### src/rtl/cph_pkg.sv
// Shared types, widths and codes for the capture period histogram.
`timescale 1ns / 1ps
package cph_pkg;

    // Default geometry of the histogram and the timer.
    localparam int BIN_SPAN_DEF   = 100;
    localparam int TIME_WIDTH_DEF = 32;

    // Field widths fixed by the item format.
    localparam int ACT_W      = 2;
    localparam int IDX_W      = 7;
    localparam int CNT_W      = 16;
    localparam int LOW_W      = 14;
    localparam int OUT_TIME_W = 32;

    // Stream word widths, packed from the lowest bit up and padded to bytes.
    localparam int S_TDATA_W = 40;
    localparam int S_TUSER_W = ACT_W;
    localparam int M_USED_W  = 3 * CNT_W + OUT_TIME_W + 2;
    localparam int M_TDATA_W = 88;
    localparam int M_PAD_W   = M_TDATA_W - M_USED_W;

    // Configuration port.
    localparam int CFG_IDX_W  = 1;
    localparam int CFG_DATA_W = 16;

    typedef logic [CFG_IDX_W-1:0] t_cfg_idx;
    localparam t_cfg_idx CFG_LOW_LIMIT    = 1'b0;
    localparam t_cfg_idx CFG_SAMPLE_LIMIT = 1'b1;

    // Register reset values.
    localparam logic [LOW_W-1:0] LOW_LIMIT_RST    = 14'd950;
    localparam logic [CNT_W-1:0] SAMPLE_LIMIT_RST = 16'd1000;
    localparam logic [CNT_W-1:0] COUNT_MAX        = 16'hFFFF;

    // Action codes carried in tuser; the fourth code is unused.
    typedef logic [ACT_W-1:0] t_action;
    localparam t_action ACT_CAPTURE = 2'd0;
    localparam t_action ACT_START   = 2'd1;
    localparam t_action ACT_READ    = 2'd2;

    // Saturating increment shared by the bin counts and the in-range total.
    function automatic logic [CNT_W-1:0] sat_inc(input logic [CNT_W-1:0] v);
        sat_inc = (v == COUNT_MAX) ? v : v + CNT_W'(1);
    endfunction

endpackage

### src/rtl/cph_ram.sv
// Generic single-write, single-read RAM with a registered read port.
`timescale 1ns / 1ps
module cph_ram #(
    parameter int WIDTH = 16,
    parameter int DEPTH = 101
) (
    input  logic                     i_clk,
    input  logic                     i_wr_en,
    input  logic [$clog2(DEPTH)-1:0] i_wr_addr,
    input  logic [WIDTH-1:0]         i_wr_data,
    input  logic                     i_rd_en,
    input  logic [$clog2(DEPTH)-1:0] i_rd_addr,
    output logic [WIDTH-1:0]         o_rd_data
);

    logic [WIDTH-1:0] r_mem [DEPTH];
    logic [WIDTH-1:0] r_rd_data;

    // Write port and read-first registered read port.
    always_ff @(posedge i_clk) begin
        if (i_wr_en) begin
            r_mem[i_wr_addr] <= i_wr_data;
        end
        if (i_rd_en) begin
            r_rd_data <= r_mem[i_rd_addr];
        end
    end

    assign o_rd_data = r_rd_data;

endmodule

### src/rtl/capture_period_histogram.sv
// Top level of the capture period histogram: capture stage, bin pipeline, output register.
//
//  Channel   Direction  Handshake                 Contents
//  s         in         i_s_tvalid / o_s_tready   tuser: action; tdata: capture_time, bin_index
//  m         out        o_m_tvalid / i_m_tready   tdata: counts, interval, flags
//  cfg       in         i_cfg_valid / o_cfg_ready register index and write data
//
// One word is accepted per clock cycle while the output is not stalled; its result is registered
// in the first stage, the second stage and the output register. The rate is set by the bin
// read-modify-write, which spans the memory read and the update, with the last write
// forwarded to the next word. Reset is synchronous; a start word clears the bin valid
// flags at once, so there is no clearing pass. A stall on the output fills the
// two pipeline stages and the output register before tready drops.
`timescale 1ns / 1ps
module capture_period_histogram #(
    parameter int BIN_SPAN   = cph_pkg::BIN_SPAN_DEF,
    parameter int TIME_WIDTH = cph_pkg::TIME_WIDTH_DEF
) (
    input  logic                          i_clk,
    input  logic                          i_rst_n,
    // Input stream.
    input  logic                          i_s_tvalid,
    output logic                          o_s_tready,
    input  logic [cph_pkg::S_TDATA_W-1:0] i_s_tdata,  // capture_time[31:0], bin_index[38:32]
    input  logic [cph_pkg::S_TUSER_W-1:0] i_s_tuser,  // action[1:0]
    // Result stream.
    output logic                          o_m_tvalid,
    input  logic                          i_m_tready,
    output logic [cph_pkg::M_TDATA_W-1:0] o_m_tdata,  // bin_count[15:0], in_range_total[31:16],
                                                      // samples_taken[47:32], interval[79:48],
                                                      // in_window[80], run_done[81]
    // Configuration writes.
    input  logic                          i_cfg_valid,
    output logic                          o_cfg_ready,
    input  logic [cph_pkg::CFG_IDX_W-1:0] i_cfg_index,
    input  logic [cph_pkg::CFG_DATA_W-1:0] i_cfg_data
);
    import cph_pkg::*;

    localparam int DEPTH  = BIN_SPAN + 1;
    localparam int ADDR_W = $clog2(DEPTH);

    // Configuration registers.
    logic [LOW_W-1:0] r_low_limit;
    logic [CNT_W-1:0] r_sample_limit;

    // Run state kept at the input.
    logic [TIME_WIDTH-1:0] r_prev;
    logic                  r_have_ref;
    logic                  r_armed;
    logic [CNT_W-1:0]      r_samples;
    logic [CNT_W-1:0]      n_samples;

    // First stage.
    logic                  r_s1_valid;
    logic                  r_s1_start;
    logic                  r_s1_read;
    logic                  r_s1_measure;
    logic [TIME_WIDTH-1:0] r_s1_diff;
    logic [IDX_W-1:0]      r_s1_index;
    logic [CNT_W-1:0]      r_s1_samples;

    // Second stage.
    logic                  r_s2_valid;
    logic                  r_s2_start;
    logic                  r_s2_hit;
    logic                  r_s2_rd_ok;
    logic [ADDR_W-1:0]     r_s2_addr;
    logic                  r_s2_vbit;
    logic [TIME_WIDTH-1:0] r_s2_diff;
    logic [CNT_W-1:0]      r_s2_samples;
    logic                  r_s2_done;

    // Bin bookkeeping.
    logic [DEPTH-1:0]  r_bin_vld;
    logic              r_lw_en;
    logic [ADDR_W-1:0] r_lw_addr;
    logic [CNT_W-1:0]  r_lw_data;
    logic [CNT_W-1:0]  r_window_total;
    logic [CNT_W-1:0]  n_window_total;

    // Output register.
    logic                 r_out_valid;
    logic [M_TDATA_W-1:0] r_out_data;

    // Handshake and stage enables.
    logic en_out, en2, en1, s_fire, s2_move;

    // Input decode.
    t_action               act;
    logic [TIME_WIDTH-1:0] now_t;
    logic [IDX_W-1:0]      idx_in;
    logic                  cap_ok, is_cap, is_start, is_read, measure;
    logic [TIME_WIDTH-1:0] diff_in;

    // First stage arithmetic.
    logic [TIME_WIDTH:0]   s1_off;
    logic                  s1_hit, s1_rd_ok, s1_done, s1_vbit;
    logic [ADDR_W-1:0]     s1_addr;

    // Second stage arithmetic.
    logic [CNT_W-1:0] ram_rdata, base_count, n_count, bin_count_out;
    logic             wr_en;

    assign en_out  = !r_out_valid || i_m_tready;
    assign en2     = !r_s2_valid || en_out;
    assign en1     = !r_s1_valid || en2;
    assign s_fire  = i_s_tvalid && en1;
    assign s2_move = r_s2_valid && en_out;

    assign o_s_tready  = en1;
    assign o_cfg_ready = 1'b1;
    assign o_m_tvalid  = r_out_valid;
    assign o_m_tdata   = r_out_data;

    // Configuration writes.
    always_ff @(posedge i_clk) begin
        if (!i_rst_n) begin
            r_low_limit    <= LOW_LIMIT_RST;
            r_sample_limit <= SAMPLE_LIMIT_RST;
        end else if (i_cfg_valid) begin
            unique case (i_cfg_index)
                CFG_LOW_LIMIT:    r_low_limit    <= i_cfg_data[LOW_W-1:0];
                CFG_SAMPLE_LIMIT: r_sample_limit <= i_cfg_data[CNT_W-1:0];
                default: ;
            endcase
        end
    end

    // Decode the incoming word and form the interval against the reference.
    always_comb begin
        act      = i_s_tuser;
        now_t    = i_s_tdata[TIME_WIDTH-1:0];
        idx_in   = i_s_tdata[OUT_TIME_W +: IDX_W];
        is_cap   = (act == ACT_CAPTURE);
        is_start = (act == ACT_START);
        is_read  = (act == ACT_READ);
        cap_ok   = r_armed && (r_samples < r_sample_limit);
        measure  = is_cap && cap_ok && r_have_ref;
        diff_in  = measure ? (now_t - r_prev) : '0;
        n_samples = r_samples;
        if (is_start) begin
            n_samples = '0;
        end else if (measure) begin
            n_samples = r_samples + CNT_W'(1);
        end
    end

    // Run state updates at the input.
    always_ff @(posedge i_clk) begin
        if (!i_rst_n) begin
            r_prev     <= '0;
            r_have_ref <= 1'b0;
            r_armed    <= 1'b0;
            r_samples  <= '0;
        end else if (s_fire) begin
            r_samples <= n_samples;
            if (is_start) begin
                r_prev     <= '0;
                r_have_ref <= 1'b0;
                r_armed    <= 1'b1;
            end else if (is_cap && cap_ok) begin
                r_prev     <= now_t;
                r_have_ref <= 1'b1;
            end
        end
    end

    // First stage registers.
    always_ff @(posedge i_clk) begin
        if (!i_rst_n) begin
            r_s1_valid <= 1'b0;
        end else if (en1) begin
            r_s1_valid <= s_fire;
        end
        if (en1) begin
            r_s1_start   <= is_start;
            r_s1_read    <= is_read;
            r_s1_measure <= measure;
            r_s1_diff    <= diff_in;
            r_s1_index   <= idx_in;
            r_s1_samples <= n_samples;
        end
    end

    // Window test and bin address.
    always_comb begin
        s1_off   = {1'b0, r_s1_diff} - (TIME_WIDTH + 1)'(r_low_limit);
        s1_hit   = r_s1_measure && !s1_off[TIME_WIDTH]
                   && (s1_off[TIME_WIDTH-1:0] <= TIME_WIDTH'(BIN_SPAN));
        s1_rd_ok = r_s1_read && (r_s1_index <= IDX_W'(BIN_SPAN));
        s1_addr  = s1_hit ? s1_off[ADDR_W-1:0] : r_s1_index[ADDR_W-1:0];
        s1_done  = (r_s1_samples >= r_sample_limit);
        s1_vbit  = r_bin_vld[s1_addr];
    end

    // Second stage registers; a start leaving the stage masks stale valid flags.
    always_ff @(posedge i_clk) begin
        if (!i_rst_n) begin
            r_s2_valid <= 1'b0;
        end else if (en2) begin
            r_s2_valid <= r_s1_valid;
        end
        if (en2) begin
            r_s2_start   <= r_s1_start;
            r_s2_hit     <= s1_hit;
            r_s2_rd_ok   <= s1_rd_ok;
            r_s2_addr    <= s1_addr;
            r_s2_vbit    <= s1_vbit && !(r_s2_valid && r_s2_start);
            r_s2_diff    <= r_s1_diff;
            r_s2_samples <= r_s1_samples;
            r_s2_done    <= s1_done;
        end
    end

    cph_ram #(
        .WIDTH (CNT_W),
        .DEPTH (DEPTH)
    ) u_bin_ram (
        .i_clk     (i_clk),
        .i_wr_en   (wr_en),
        .i_wr_addr (r_s2_addr),
        .i_wr_data (n_count),
        .i_rd_en   (en2),
        .i_rd_addr (s1_addr),
        .o_rd_data (ram_rdata)
    );

    // Bin update with forwarding of the write made as this word was read.
    always_comb begin
        if (r_lw_en && (r_lw_addr == r_s2_addr)) begin
            base_count = r_lw_data;
        end else if (r_s2_vbit) begin
            base_count = ram_rdata;
        end else begin
            base_count = '0;
        end
        n_count       = sat_inc(base_count);
        wr_en         = s2_move && r_s2_hit;
        bin_count_out = r_s2_rd_ok ? base_count : '0;
        n_window_total = r_window_total;
        if (r_s2_start) begin
            n_window_total = '0;
        end else if (r_s2_hit) begin
            n_window_total = sat_inc(r_window_total);
        end
    end

    // Bin valid flags, forwarding register and window total.
    always_ff @(posedge i_clk) begin
        if (!i_rst_n) begin
            r_bin_vld      <= '0;
            r_lw_en        <= 1'b0;
            r_window_total <= '0;
        end else begin
            if (s2_move && r_s2_start) begin
                r_bin_vld <= '0;
            end else if (wr_en) begin
                r_bin_vld[r_s2_addr] <= 1'b1;
            end
            if (en2) begin
                r_lw_en <= wr_en;
            end
            if (s2_move) begin
                r_window_total <= n_window_total;
            end
        end
        if (en2) begin
            r_lw_addr <= r_s2_addr;
            r_lw_data <= n_count;
        end
    end

    // Output register.
    always_ff @(posedge i_clk) begin
        if (!i_rst_n) begin
            r_out_valid <= 1'b0;
        end else if (en_out) begin
            r_out_valid <= r_s2_valid;
        end
        if (s2_move) begin
            r_out_data <= {M_PAD_W'(0), r_s2_done, r_s2_hit, OUT_TIME_W'(r_s2_diff),
                           r_s2_samples, n_window_total, bin_count_out};
        end
    end

endmodule

### config.mk
export PLATFORM = sky130hd
export DESIGN_NAME = capture_period_histogram
export DESIGN_NICKNAME = d
export VERILOG_FILES = /design/src/rtl/cph_pkg.sv /design/src/rtl/cph_ram.sv /design/src/rtl/capture_period_histogram.sv
export SDC_FILE = /design/constraint.sdc
export NUM_CORES = 2
export LEC_CHECK = 0
export ABC_AREA = 1
export BUFFER_PORTS_ARGS = -buffer_cell sky130_fd_sc_hd__buf_4
export CORE_AREA = 5 5 543 545
export CTS_BUF_LIST = sky130_fd_sc_hd__clkbuf_8
export DETAILED_ROUTE_END_ITERATION = 10
export DIE_AREA = 0 0 548 550
export PLACE_DENSITY = 0.45
export SETUP_SLACK_MARGIN = 0.4
export SYNTH_ARGS = -nofsm -noshare
export SYNTH_HDL_FRONTEND = slang
export SYNTH_SLANG_ARGS = --single-unit
### constraint.sdc
create_clock -name i_clk -period 10.92 [get_ports i_clk]
set_input_delay 2.73 -clock i_clk [delete_from_list [all_inputs] [get_ports i_clk]]
set_output_delay 2.73 -clock i_clk [all_outputs]
set_load 0.005 [all_outputs]
==> metrics <==
fill count=28900; Die Y=550 um; dpl cell area=92000 um^2; Slew Limit Headroom=14.0%; CTS tree=yes; port bufs=146; post-synthesis sequential area ratio=69.2%; die area=301000 um^2; Initial Util=29.8%; fmax=0.150 GHz; PostCTS Resize Cnt=0; most frequent cell after synthesis=nand2_1; htree depth=5; Critical Path RT=8190 ps; LEAKAGE=0.0373 uW; top cells by area, synth=edfxtp_1 65%, nand2_1 12%, nand3_1 6.4%; FF/Latch Area=59700 um^2; Num CTS Buffers=361; Area Overhead vs Synth=14.3%; FFs w/ async S/R, synth=0%; RSZ-0062 raised after global routing=false; PwrDens=168 nW/um^2; Final Skew=102 ps; Post-CTS Setup Bufs=0; Starting DRT DRC Count=4524; total grt overflow=0; GRT Overall Usage=16.9%; residual DRC count=0; hpwl dp=148 mm; Mapped Area=86300 um^2; slowest stage cell, crit path=nor2_1; clock tree sinks=2056; dominant cell type by area after synthesis=edfxtp_1; Design Area, Final=98600 um^2; Post-synth EDFFs=1855; total negative slack=0 ps; first-pass iteration count of the detailed router=6; Synth Flop Type=edfxtp_1; final slew viol count=0; critical-path maximum fanout=16; initial antenna violation count=9; Core Footprint=290000 um^2; Unique masters post-synth=55; fin crit period=6670 ps; Total Nets Final=8448; top cells by instance count after synthesis=2747 x nand2_1, 1855 x edfxtp_1, 1102 x nand3_1; Worst Tran Pin Value=1290 ps; Hold Crit Depth=0; outcome=completed; clk slew on worst S/H paths=60 ps; vias in the first global route=56900; Routed WL=263 mm; Fin. Hold Viols=0; Die Wd=548 um; post-synth top area share=64.6%; Max clock buf depth=4; Synth Warn #=0; Max VDD drop=0.0000952 V; Critical Path Sink Type=primary output; Multi-input gate area=23600 um^2; ANT nets after route=0; Routability Congestion=0.852; Startpoint Class=input pin; CP Cell Sequence=buf_4 > inv_1 > nand2_1 > nor2_1 > nand2_4 > buf_4; final setup vio count=0; most used cell, CP=buf_4; mean post-synth cell area=10.8 um^2; MaxCap Viol Count=0; critical path arrival=3940 ps; post-synthesis register bit count=2056; CTS root buf=clkbuf_8; global-route wire length before repair=386 mm; Crit path largest cell delay=420 ps; cell depth of the worst flop-to-flop path=26; Final Cycle Share=61.1%; layout cells sized above 1=10.1%; vias per inst=4.75; HP Class=reg2reg; hold_buf cts=0; Clock Latency Late Sink=1010 ps; top-level I/O count=155; total number of vias=58900; Routed WL per cell=21.3 um; Placement Rows=198; largest net degree at the start of global routing=181; Syn Inst Count=8021; worst setup path category=in2out
## logic make-up (layout without fill, tap and decap cells)
| family | count (synthesis) | after routing | share of synthesized area [%] |
|---|---|---|---|
| simple gates | 4500 | 4500 | 21.6 |
| flops | 2056 | 2056 | 69.2 |
| buf+inv | 740 | 1297 | 3.83 |
| fa+ha+maj | 81 | 81 | 1.19 |
| other cells | 2 | 20 | 0.00871 |
| compound gates | 609 | 609 | 3.78 |
| xor+xnor | 33 | 33 | 0.335 |
## sequential cells by signal, indices dropped and copies added (netlist names), 32 cells and up
signal,cells
o_m_tdata,82
r_bin_vld,101
r_prev,32
r_s1_diff,32
r_s2_diff,32
u_bin_ram.r_mem,1616
## per-layer routing
metal	track usage, %	vias to the layer above	part of all wire (%)
met5	0	-	0
met1	23.6	28800	46
met4	4.45	0	2.4
li1	-	28100	-
met2	27.6	1542	47
met3	2.54	402	5.4
## cell type report
class	instances	area share, %
diodes	13	0.0330
clock buffers	381	5.32
clock inverters	262	1.36
inverters	325	1.26
multi-input cells	5230	23.9
flip-flops and latches	2056	60.6
well taps	3800	4.82
repair buffers	329	2.68
## power breakdown
| part | total [uW] | switching (uW) | leakage (uW) | internal [uW] |
|---|---|---|---|---|
| registers | 8760 | 28.8 | 0.0189 | 8730 |
| clock network | 6610 | 3200 | 0.00384 | 3410 |
| logic | 1190 | 928 | 0.0146 | 266 |
| total | 16600 | 4150 | 0.0373 | 12400 |
## stage by stage
stage | utilization, % | hold slack, ps | instances | power [uW] | setup slack (ps)
after floorplan | - | 400 | 8026 | 9620 | 3710
after global placement | 31.8 | 403 | 11700 | 10100 | 4190
after detailed placement | 31.8 | 405 | 11700 | 10100 | 4180
after CTS | 34.0 | 395 | 12400 | 16800 | 4180
after global routing | 34.0 | 382 | 12400 | 17300 | 4140
final | 34.0 | 403 | 12400 | 16600 | 4250
## worst max-delay path: cells and delay by family
family                 cells  cell delay [ps]
buffers and inverters      3              370
and+or+nand+nor            3              810
## placed cells by master, fill, tap and decap left out, types with 6 or more instances in the layout
master,Yosys,final
a21oi_1,371,371
buf_12,0,14
buf_4,36,315
bufinv_16,0,8
clkbuf_8,0,381
clkinv_1,3,73
clkinv_2,0,30
clkinvlp_4,0,12
conb_1,2,7
dfxtp_1,201,201
diode_2,0,13
edfxtp_1,1855,1855
ha_1,79,79
inv_1,303,431
inv_2,19,17
inv_6,0,7
nand2_1,2747,2746
nand2_2,12,10
nand3_1,1102,1100
nand3b_1,6,6
nand4_1,34,34
nor2_1,529,520
nor2_2,7,16
nor3_1,30,30
o211ai_1,20,20
o21a_1,14,13
o21ai_0,129,127
o21ai_1,26,25
o22ai_1,15,15
or2_2,7,7
xnor2_1,7,7
xor2_1,26,16
xor2_4,0,10
## worst paths after layout
path / end / startpoint / slack [ps]
worst max-delay path: o_s_tready / i_m_tready / 4250
worst max register to register: u_bin_ram.o_rd_data[15] / r_s1_diff[0] / 4500
worst min-delay path: o_m_tdata[56] / r_s2_diff[8] / 400
worst min register to register: o_m_tdata[56] / r_s2_diff[8] / 400
(Power assumes the default switching activity.)
